<file path="src/rtl/sit_pkg.sv">
package sit_pkg;

   typedef struct packed {
      logic signed [31:0] start_a_x;
      logic signed [31:0] start_a_y;
      logic signed [31:0] dir_a_x;
      logic signed [31:0] dir_a_y;
      logic signed [31:0] start_b_x;
      logic signed [31:0] start_b_y;
      logic signed [31:0] dir_b_x;
      logic signed [31:0] dir_b_y;
   } req_type;

   typedef enum logic [1:0] {
      REL_CROSS     = 2'd0,
      REL_PARALLEL  = 2'd1,
      REL_COLLINEAR = 2'd2
   } relation_type;

   typedef struct packed {
      logic         hit;
      relation_type relation;
   } rsp_type;

   // Degenerate-vector flags carried alongside the arithmetic.
   typedef struct packed {
      logic a_zero;
      logic b_zero;
      logic d_zero;
   } flags_type;

   // Slots of the prepared vector word.
   localparam int VEC_N = 6;
   localparam int V_AX  = 0;
   localparam int V_AY  = 1;
   localparam int V_BX  = 2;
   localparam int V_BY  = 3;
   localparam int V_DX  = 4;
   localparam int V_DY  = 5;

   // Products: each slot multiplies PROD_L by PROD_R.
   localparam int PROD_N  = 16;
   localparam int P_AXBY  = 0;
   localparam int P_AYBX  = 1;
   localparam int P_DXAY  = 2;
   localparam int P_DYAX  = 3;
   localparam int P_DXBY  = 4;
   localparam int P_DYBX  = 5;
   localparam int P_AXAX  = 6;
   localparam int P_AYAY  = 7;
   localparam int P_DXAX  = 8;
   localparam int P_DYAY  = 9;
   localparam int P_BXAX  = 10;
   localparam int P_BYAY  = 11;
   localparam int P_DXBX  = 12;
   localparam int P_DYBY  = 13;
   localparam int P_BXBX  = 14;
   localparam int P_BYBY  = 15;

   localparam int PROD_L [PROD_N] = '{V_AX, V_AY, V_DX, V_DY, V_DX, V_DY, V_AX, V_AY,
                                      V_DX, V_DY, V_BX, V_BY, V_DX, V_DY, V_BX, V_BY};
   localparam int PROD_R [PROD_N] = '{V_BY, V_BX, V_AY, V_AX, V_BY, V_BX, V_AX, V_AY,
                                      V_AX, V_AY, V_AX, V_AY, V_BX, V_BY, V_BX, V_BY};

   // Cross products and dot products formed from the products.
   localparam int SUM_N = 8;
   localparam int S_DEN = 0;
   localparam int S_CA  = 1;
   localparam int S_NT  = 2;
   localparam int S_AA  = 3;
   localparam int S_S0  = 4;
   localparam int S_S1  = 5;
   localparam int S_DDB = 6;
   localparam int S_BB  = 7;

endpackage

</file>
<file path="src/rtl/sit_dec.sv">
module sit_dec import sit_pkg::*; #(
   parameter int CB = 32
) (
   input  logic                           clock,
   input  logic                           reset,
   input  logic                           in_valid,
   output logic                           in_stall,
   input  logic [SUM_N-1:0][2*CB+3:0]     in_sum,
   input  flags_type                      in_flags,
   output logic                           out_valid,
   input  logic                           out_stall,
   output rsp_type                        out_data
);

   localparam int W = 2 * CB + 4;

   logic                valid_ff;
   logic                valid_in;
   rsp_type             rsp_ff;
   rsp_type             rsp_in;
   logic signed [W-1:0] den;
   logic signed [W-1:0] ca;
   logic signed [W-1:0] nt;
   logic signed [W-1:0] aa;
   logic signed [W-1:0] s0;
   logic signed [W-1:0] s1;
   logic signed [W-1:0] ddb;
   logic signed [W-1:0] bb;
   logic signed [W-1:0] ddb_bb;
   logic                t_ok;
   logic                u_ok;
   logic                proj_ok;
   logic                point_ok;

   always_comb begin
      den    = $signed(in_sum[S_DEN]);
      ca     = $signed(in_sum[S_CA]);
      nt     = $signed(in_sum[S_NT]);
      aa     = $signed(in_sum[S_AA]);
      s0     = $signed(in_sum[S_S0]);
      s1     = $signed(in_sum[S_S1]);
      ddb    = $signed(in_sum[S_DDB]);
      bb     = $signed(in_sum[S_BB]);
      ddb_bb = ddb + bb;
   end

   // With a negative denominator the bounds flip instead of negating.
   always_comb begin
      if (den[W-1]) begin
         t_ok = (nt <= 0) && (nt >= den);
         u_ok = (ca <= 0) && (ca >= den);
      end else begin
         t_ok = (nt >= 0) && (nt <= den);
         u_ok = (ca >= 0) && (ca <= den);
      end
      // The interval [min(s0,s1), max(s0,s1)] must meet [0, aa].
      proj_ok  = ((s0 <= aa) || (s1 <= aa)) && ((s0 >= 0) || (s1 >= 0));
      // A is a point: it must lie on B, between B's ends.
      point_ok = (nt == 0) && (ddb <= 0) && (ddb_bb >= 0);
   end

   always_comb begin
      if (den != 0) begin
         rsp_in.relation = REL_CROSS;
         rsp_in.hit      = t_ok && u_ok;
      end else if (ca != 0) begin
         rsp_in.relation = REL_PARALLEL;
         rsp_in.hit      = 1'b0;
      end else begin
         rsp_in.relation = REL_COLLINEAR;
         if (!in_flags.a_zero) begin
            rsp_in.hit = proj_ok;
         end else if (!in_flags.b_zero) begin
            rsp_in.hit = point_ok;
         end else begin
            rsp_in.hit = in_flags.d_zero;
         end
      end
   end

   assign in_stall = valid_ff && out_stall;
   assign valid_in = in_stall ? valid_ff : in_valid;

   always_ff @(posedge clock) begin
      if (reset) begin
         valid_ff <= 1'b0;
      end else begin
         valid_ff <= valid_in;
      end
   end

   always_ff @(posedge clock) begin
      if (!in_stall) begin
         rsp_ff <= rsp_in;
      end
   end

   assign out_valid = valid_ff;
   assign out_data  = rsp_ff;

endmodule

</file>
<file path="config.mk">
export PLATFORM = sky130hd
export DESIGN_NAME = sit_dec
export DESIGN_NICKNAME = d
export VERILOG_FILES = /design/src/rtl/sit_pkg.sv /design/src/rtl/sit_dec.sv
export SDC_FILE = /design/constraint.sdc
export NUM_CORES = 1
export LEC_CHECK = 0
export ABC_AREA = 0
export BUFFER_PORTS_ARGS = -buffer_cell sky130_fd_sc_hd__buf_2
export CORE_AREA = 2 2 213 215
export DETAILED_ROUTE_END_ITERATION = 8
export DIE_AREA = 0 0 215 217
export PLACE_DENSITY_LB_ADDON = 0.12
export SYNTH_ARGS = -nofsm -noshare
export SYNTH_HDL_FRONTEND = slang
export SYNTH_SLANG_ARGS = --single-unit
export TNS_END_PERCENT = 5
</file>
<file path="constraint.sdc">
create_clock -name clock -period 4.55 [get_ports clock]
set_input_delay 0.6825 -clock clock [delete_from_list [all_inputs] [get_ports clock]]
set_output_delay 0.6825 -clock clock [all_outputs]
set_load 0.03 [all_outputs]
</file>
==> results of run 1 <==
layer usage:
layer	share of wire [%]	vias up	global-route usage, %
li1	-	5550	-
met1	42	4798	22.2
met4	1.7	14	3.75
met3	6.3	50	3.56
met5	0.15	-	0
met2	50	361	34.8
report_power, final:
group / total [mW] / internal [mW] / leakage, nW / switching (mW)
Sequential: 0.0424 / 0.0414 / 0.0431 / 0.000994
Clock: 0.157 / 0.117 / 0.0382 / 0.0392
Combinational: 1.04 / 0.479 / 6.87 / 0.558
Total: 1.24 / 0.638 / 6.95 / 0.598
cell families (layout without fill, tap and decap cells):
| group | after synthesis | after routing |
|---|---|---|
| XOR/XNOR | 4 | 4 |
| AND/OR/NAND/NOR | 344 | 344 |
| flip-flops | 4 | 4 |
| other | 0 | 9 |
| multiplexers | 2 | 2 |
| buffers and inverters | 153 | 712 |
| AO/OA/AOI/OAI | 294 | 294 |
| adder cells (fa/ha/maj) | 339 | 339 |
worst reg2reg max path: stages (launching register included):
cell and delay [ns]:
dfxtp_1 0.31, nand2_1 0.24, inv_1 0.09, nor2_1 0.10
nor2_1 0.05
cells in the final DEF, fill, tap and decap left out, types with 7 or more instances in the layout:
| master | instances |
|---|---|
| nand4_1 | 67 |
| ha_1 | 339 |
| diode_2 | 9 |
| o21a_1 | 7 |
| a21oi_1 | 124 |
| nor4_1 | 77 |
| nor2_1 | 30 |
| nor3_1 | 11 |
| inv_1 | 153 |
| a21o_1 | 47 |
| nand2_1 | 81 |
| and4_1 | 16 |
| nand3_1 | 32 |
| buf_2 | 555 |
| a221oi_1 | 12 |
| o21ai_0 | 53 |
| a211oi_1 | 14 |
flip-flops by register name (all words and copies together) (netlist names):
register and flops:
out_data 3, out_valid 1
final timing paths:
path               startpoint          end  depth (start not counted)  slack, ns
hold / removal          reset    out_valid                          2       0.62
setup reg to reg    out_valid    out_valid                          4       3.66
setup / recovery  in_sum[271]  out_data[2]                         12       0.49
hold reg to reg     out_valid  out_data[2]                          1       0.74
layout make-up:
class                           count  area (um^2)  share of cell area (%)
Antenna cell                        9         22.5                   0.182
Timing Repair Buffer              555         2780                    22.5
Sequential cell                     4          110                   0.892
Tap cell                          600          751                    6.08
Clock buffer                        4         78.8                   0.638
Multi-Input combinational cell    983         8030                    65.1
Inverter                          153          574                    4.65
==> run summary, run 1 <==
Warnings, synthesis: 0
design area: 12300 um^2
Tot Pwr: 1.24 mW
area post-placement: 12200 um^2
Mean Syn Cell Area: 7.65 um^2
Yosys top cell by area: ha_1
Clock Latency Late Sink: 0.23 ns
core box area: 44700 um^2
most used cell, CP: nand4_1
total track usage: 18.7%
Layout Cells excl Fill: 2308
post-synthesis compound-gate area fraction: 20.7%
pre-CTS setup slack: 0.243 ns
Crit. End Element: flip-flop
post-layout util: 27.6%
TNS Setup: 0 ns
Cell variety after synth: 58
post-route ant nets: 0
DR pass1 iterations: 4
Leak Pwr: 6.95 nW
combinational family with the most area after synthesis: adder cells
CP bufs+invs: 2
worst hold margin: 0.621 ns
largest cells by area after synthesis: ha_1, a21oi_1, inv_1
slew at the pin closest to its max-slew limit: 0.981 ns
Inserted Clock Buffers: 3
Setup Crit Path Kind: input pin to flip-flop
area share of xor/xnor cells in the synthesized design: 0.402%
Slowest cell on crit path: o311ai_0
Synth Area in Adders: 48.7%
minimum clock period after layout: 4.06 ns
CTS tree: done
slew margin rel.: 33.8%
Max Cap Viol: 0
first-pass GRT wire length: 66800 um
GP Congestion: 0.902
Worst path max stage delay: 0.81 ns
Power Density: 100 nW/um^2
Tcrit/Tclk final: 89.2%
drt total wl: 45500 um
CP startpoint kind: input pin
DR WL/cell: 19.7 um
DP Cell Count: 2295
dpl hpwl: 43700 um
HP Class: input pin to flip-flop
share of layout cells above drive strength 1: 33.7%
DIE AREA: 46700 um^2
vias in the first global route: 11356
count of flip-flops with a built-in enable after synthesis: 3
post-synthesis mux area share: 0.258%
final setup fails: 0
Max clock buf depth: 2
Hold Buf Count CTS: 0
Peak VDD IR: 0.126 mV
top-level port count: 556
family with the most delay on the worst path: simple AND/OR/NAND/NOR gates
Die Wd: 215 um
syn_nets: 2030
vias after detailed routing: 10773
number of gates resized after CTS: 0
Setup Buffers After CTS: 0
Fin Clk Skew: 0.00439 ns
Max Clk Rate: 247 MHz
total gr overflow: 0
clk root buf: clkbuf_16
unrepaired setup endpoints after global routing: false
largest net degree at the start of global routing: 8
1st-iter DRT viols: 425
status: completed
row count: 78
Synth top cells by count: ha_1, inv_1, a21oi_1
crit-path cells: buf_2 > inv_1 > ha_1 > nand4_1 > nor3_1 > nand4_1 > or4_1 > nor4_2 > a211oi_1 > xnor2_1 > o311ai_0 > o22ai_1
sequential share of the synthesized area: 1.26%
Worst EP arrival: 4.00 ns
I/O Buffers: 555
Area growth syn-to-layout: 41.6%
Final Hold Fails: 0
Post-Synth Simple-Gate Area: 22.1%
Synth top area share: 48.7%
Top FF cell, synth: edfxtp_1
Synth Register Bits: 4
nets: 2590
initial antenna violation count: 16
Clock Sinks: 4
largest fanout on the critical path: 4
htree depth: 1
Worst Setup Slack, final: 0.493 ns
Synth Cell Area: 8720 um^2
initial core utilization: 19.5%
# fillers: 5113
WP data required: 4.49 ns
drc violations: 0
count leader, synth: ha_1
clk slew on worst S/H paths: 0.04 ns
Slew Limit Fails: 0
post-synthesis async set-or-reset flop share: 0%
via/cell ratio: 4.67
height of the die: 217 um
Cells after Synth: 1140
(Power assumes the default switching activity.)
==> run 2, diff against run 1 <==
==> constraint.sdc (replaced) <==
create_clock -name clock -period 4 [get_ports clock]
set_input_delay 0.6 -clock clock [delete_from_list [all_inputs] [get_ports clock]]
set_output_delay 0.6 -clock clock [all_outputs]
set_load 0.03 [all_outputs]
==> run summary, run 2 (synthesis gave the netlist of run 1 again) <==
status: completed
Fin Clk Skew: 0.00711 ns
Logic pwr share: 84.1%
Power Density: 113 nW/um^2
switching pwr: 0.671 mW
R2R Setup Slk: 3.09 ns
slew margin rel.: 49.5%
Slew Limit Fails: 0
top-level port count: 556
Area growth syn-to-layout: 41.7%
most used cell, CP: nand4_1
most frequent cells in the layout: buf_2, ha_1, inv_1, a21oi_1, nand2_1
Setup Crit Path Kind: input pin to flip-flop
number of gates resized after CTS: 0
flip-flop count of the largest register after layout: 3
CP startpoint kind: input pin
DR WL/cell: 19.6 um
Die Wd: 215 um
drc violations: 0
slew at the pin closest to its max-slew limit: 0.751 ns
switching share of total power: 48.1%
Max Cap Viol: 0
Worst R2R Path Depth: 4
initial antenna violation count: 10
1st-iter DRT viols: 377
largest fanout on the critical path: 4
clk slew on worst S/H paths: 0.04 ns
DIE AREA: 46700 um^2
vias after detailed routing: 10809
Peak VDD IR: 0.0903 mV
core box area: 44700 um^2
Reg power frac: 3.4%
Max clock buf depth: 2
TNS Setup: 0 ns
I/O Buffers: 555
Crit. End Element: flip-flop
via/cell ratio: 4.69
Worst path max stage delay: 0.48 ns
crit-path cells: buf_2 > inv_1 > ha_1 > nand4_1 > nor3_1 > nand4_1 > or4_1 > nor4_2 > a211oi_1 > xnor2_1 > o311ai_0 > buf_4 > o22ai_1
R2R Path End: out_valid
worst hold margin: 0.523 ns
most common cell after layout, fill and taps aside: buf_2
hold path startpoint: reset
hold depth: 2
Slowest cell on crit path: or4_1
DR pass1 iterations: 4
Layout Cells excl Fill: 2307
Int Pwr: 0.725 mW
Tcrit/Tclk final: 84.0%
Inserted Clock Buffers: 3
total track usage: 18.5%
row count: 78
htree depth: 1
dpl hpwl: 43400 um
Hold Buf Count CTS: 0
final setup fails: 0
GP Congestion: 0.919
CP bufs+invs: 3
share of layout cells above drive strength 1: 33.7%
# fillers: 5114
first-pass GRT wire length: 66400 um
Worst EP arrival: 3.33 ns
nets: 2592
Leak Pwr: 6.96 nW
Max Clk Rate: 298 MHz
initial core utilization: 19.5%
Clock Sinks: 4
largest net degree at the start of global routing: 8
hold endpoint: out_valid
DP Cell Count: 2297
vias in the first global route: 11437
height of the die: 217 um
post-route ant nets: 0
Crit path depth: 13
HP Class: input pin to flip-flop
Final Hold Fails: 0
drt total wl: 45300 um
total gr overflow: 0
CTS tree: done
Clock Latency Late Sink: 0.23 ns
Clock power frac: 12.5%
unrepaired setup endpoints after global routing: false
clk root buf: clkbuf_16
family with the most delay on the worst path: simple AND/OR/NAND/NOR gates
R2R Path Start: out_valid
minimum clock period after layout: 3.36 ns
Setup Buffers After CTS: 0
WP data required: 3.97 ns
run 2: cell types whose count changed in the layout (fill, tap and decap cells not counted):
cell | before | now
diode_2 | 9 | 6
buf_4 | 0 | 2
run 2: worst max path at each step:
stage,start,end,slack [ns]
after floorplan,in_sum[424],out_data[2],0.96
final,in_sum[271],out_data[2],0.64
after CTS,in_sum[271],out_data[2],0.59
after global routing,in_sum[271],out_data[2],0.28
after global placement,in_sum[218],out_data[2],0.39
after detailed placement,in_sum[67],out_data[2],0.37
run 2: through the flow:
| stage | utilization [%] | power [mW] | setup slack (ns) | instance area [um^2] |
|---|---|---|---|---|
| after floorplan | - | 0.660 | 0.960 | 8720 |
| after global placement | 27.4 | 1.22 | 0.395 | 12300 |
| after detailed placement | 27.4 | 1.23 | 0.372 | 12300 |
| after CTS | 27.6 | 1.42 | 0.589 | 12300 |
| after global routing | 27.6 | 1.58 | 0.279 | 12400 |
| final | 27.6 | 1.40 | 0.640 | 12400 |
run 2: routing by layer:
| metal | wire, um | GRT usage [%] | vias up | part of all wire (%) |
|---|---|---|---|---|
| met5 | 37 | 0 | - | 0.082 |
| met2 | 22500 | 34.4 | 340 | 50 |
| li1 | - | - | 5544 | - |
| met4 | 704 | 3.38 | 6 | 1.6 |
| met3 | 2450 | 2.98 | 35 | 5.4 |
| met1 | 19600 | 22.6 | 4884 | 43 |
run 2: power by group through the flow:
stage | Clock [mW] | Combinational (mW) | Sequential, mW
2_1_floorplan | 0 | 0.606 | 0.0534
3_3_place_gp | 0 | 1.17 | 0.0484
3_5_place_dp | 0 | 1.18 | 0.0483
4_1_cts | 0.183 | 1.19 | 0.0477
5_1_grt | 0.184 | 1.34 | 0.0479
6_report | 0.174 | 1.17 | 0.0477
run 2: layout make-up:
type                       instances  area [um^2]  area share, %
antenna                            6         15.0          0.122
sequential                         4          110          0.891
timing repair buffer             557         2790           22.6
clock buffer                       4         78.8          0.638
multi-input combinational        983         8030           65.0
inverter                         153          574           4.65
tap                              600          751           6.08
==> run 3, diff against run 2 <==
==> constraint.sdc (replaced) <==
create_clock -name clock -period 3.08 [get_ports clock]
set_input_delay 0.462 -clock clock [delete_from_list [all_inputs] [get_ports clock]]
set_output_delay 0.462 -clock clock [all_outputs]
set_load 0.03 [all_outputs]
==> run summary, run 3 (synthesis gave the netlist of run 1 again) <==
Max Cap Viol: 0
Slew Limit Fails: 0
I/O Buffers: 555
Clock Latency Late Sink: 0.23 ns
nets: 2718
Worst R2R Path Depth: 1
1st-iter DRT viols: 364
HP Class: input pin to flip-flop
Worst path max stage delay: 0.41 ns
Setup Buffers After CTS: 0
clk slew on worst S/H paths: 0.04 ns
R2R Path Start: out_valid
Peak VDD IR: 0.112 mV
post-route ant nets: 0
Int Pwr: 1.04 mW
Worst setup startpoint: in_sum[434]
DR pass1 iterations: 5
flip-flop count of the largest register after layout: 3
Final Hold Fails: 0
clk root buf: clkbuf_16
Tcrit/Tclk final: 97.1%
design area: 13400 um^2
Reg power frac: 3.2%
final setup fails: 0
top-level port count: 556
DR WL/cell: 18.9 um
crit-path cells: buf_2 > ha_1 > a211oi_1 > o21ai_0 > o221a_2 > a2111o_1 > o2111ai_2 > nor4b_4 > mux2_4 > a21oi_1 > o22ai_1
initial antenna violation count: 10
Slowest cell on crit path: a2111o_1
R2R Setup Slk: 2.15 ns
switching share of total power: 46.3%
minimum clock period after layout: 2.99 ns
dpl hpwl: 43900 um
slew margin rel.: 57.7%
Power Density: 145 nW/um^2
largest net degree at the start of global routing: 7
drc violations: 0
vias in the first global route: 11706
total track usage: 18.8%
initial core utilization: 19.5%
Logic pwr share: 85.4%
height of the die: 217 um
area post-placement: 13200 um^2
vias after detailed routing: 11334
R2R Path End: out_data[0]
switching pwr: 0.900 mW
total gr overflow: 0
DP Cell Count: 2423
core box area: 44700 um^2
share of layout cells above drive strength 1: 39.0%
most frequent cells in the layout: buf_2, ha_1, inv_1, buf_4, a21oi_1
Setup Crit Path Kind: input pin to flip-flop
GP Congestion: 0.918
status: completed
Clock Sinks: 4
worst hold margin: 0.391 ns
Crit. End Element: flip-flop
first-pass GRT wire length: 67600 um
Area growth syn-to-layout: 53.7%
Hold Buf Count CTS: 0
WP data required: 3.06 ns
most common cell after layout, fill and taps aside: buf_2
DIE AREA: 46700 um^2
Fin Clk Skew: 0.00257 ns
Leak Pwr: 7.61 nW
Inserted Clock Buffers: 3
TNS Setup: 0 ns
Tot Pwr: 1.94 mW
Die Wd: 215 um
Worst EP arrival: 2.96 ns
CP startpoint kind: input pin
Layout Cells excl Fill: 2434
htree depth: 1
Max clock buf depth: 2
drt total wl: 46000 um
via/cell ratio: 4.66
slew at the pin closest to its max-slew limit: 0.629 ns
Max Clk Rate: 334 MHz
Clock power frac: 11.4%
CTS tree: done
row count: 78
largest fanout on the critical path: 2
crit path to: out_data[2]
-- run 3: worst min-delay path by stage --
stage | from | end | slack (ns) | cells past startpoint
2_1_floorplan | reset | out_valid | 0.53 | 1
3_3_place_gp | reset | out_valid | 0.62 | 2
3_5_place_dp | reset | out_valid | 0.62 | 2
4_1_cts | reset | out_valid | 0.38 | 2
5_1_grt | reset | out_valid | 0.41 | 2
6_report | reset | out_valid | 0.39 | 2
-- run 3: power by group through the flow --
stage / clock (mW) / combinational [mW] / sequential, mW
after detailed placement: 0 / 1.65 / 0.0628
final: 0.222 / 1.66 / 0.0621
after global placement: 0 / 1.64 / 0.0628
after global routing: 0.237 / 1.90 / 0.0622
after CTS: 0.236 / 1.67 / 0.0620
after floorplan: 0 / 0.787 / 0.0693
-- run 3: worst max-delay path: cells and delay by family --
family                   cells  cell delay, ns
buffers and inverters        1            0.11
AND/OR/NAND/NOR              1            0.24
adder cells (fa/ha/maj)      1            0.31
multiplexers                 1            0.34
AO/OA/AOI/OAI                7            1.49
-- run 3: final cells by class --
cell class	instances	area (um^2)
Fill cell	5074	31300
Tap cell	600	751
Inverter	153	574
Clock buffer	4	78.8
Timing Repair Buffer	683	3740
Sequential cell	4	110
Antenna cell	7	17.5
Multi-Input combinational cell	983	8130
-- run 3: routing by layer --
| metal | vias to the layer above | GRT usage [%] | share of wire [%] |
|---|---|---|---|
| li1 | 5789 | - | - |
| met2 | 360 | 35.5 | 50 |
| met3 | 34 | 2.45 | 5.3 |
| met4 | 6 | 2.51 | 1.4 |
| met5 | - | 0 | 0.076 |
| met1 | 5145 | 23.1 | 43 |
-- run 3: repair_timing --
action,in CTS,in global routing
pin swaps,1,4
endpoints found under the hold margin,0,0
setup endpoints to repair,1,1
gates resized for setup,3,16
cloned,0,0
-- run 3: metrics by stage --
step | utilization, % | worst slack [ns]
after floorplan | - | 0.178
after global placement | 29.5 | -0.471
after detailed placement | 29.5 | -0.440
after CTS | 29.8 | 0.0142
after global routing | 30.0 | -0.0543
final | 30.0 | 0.0904
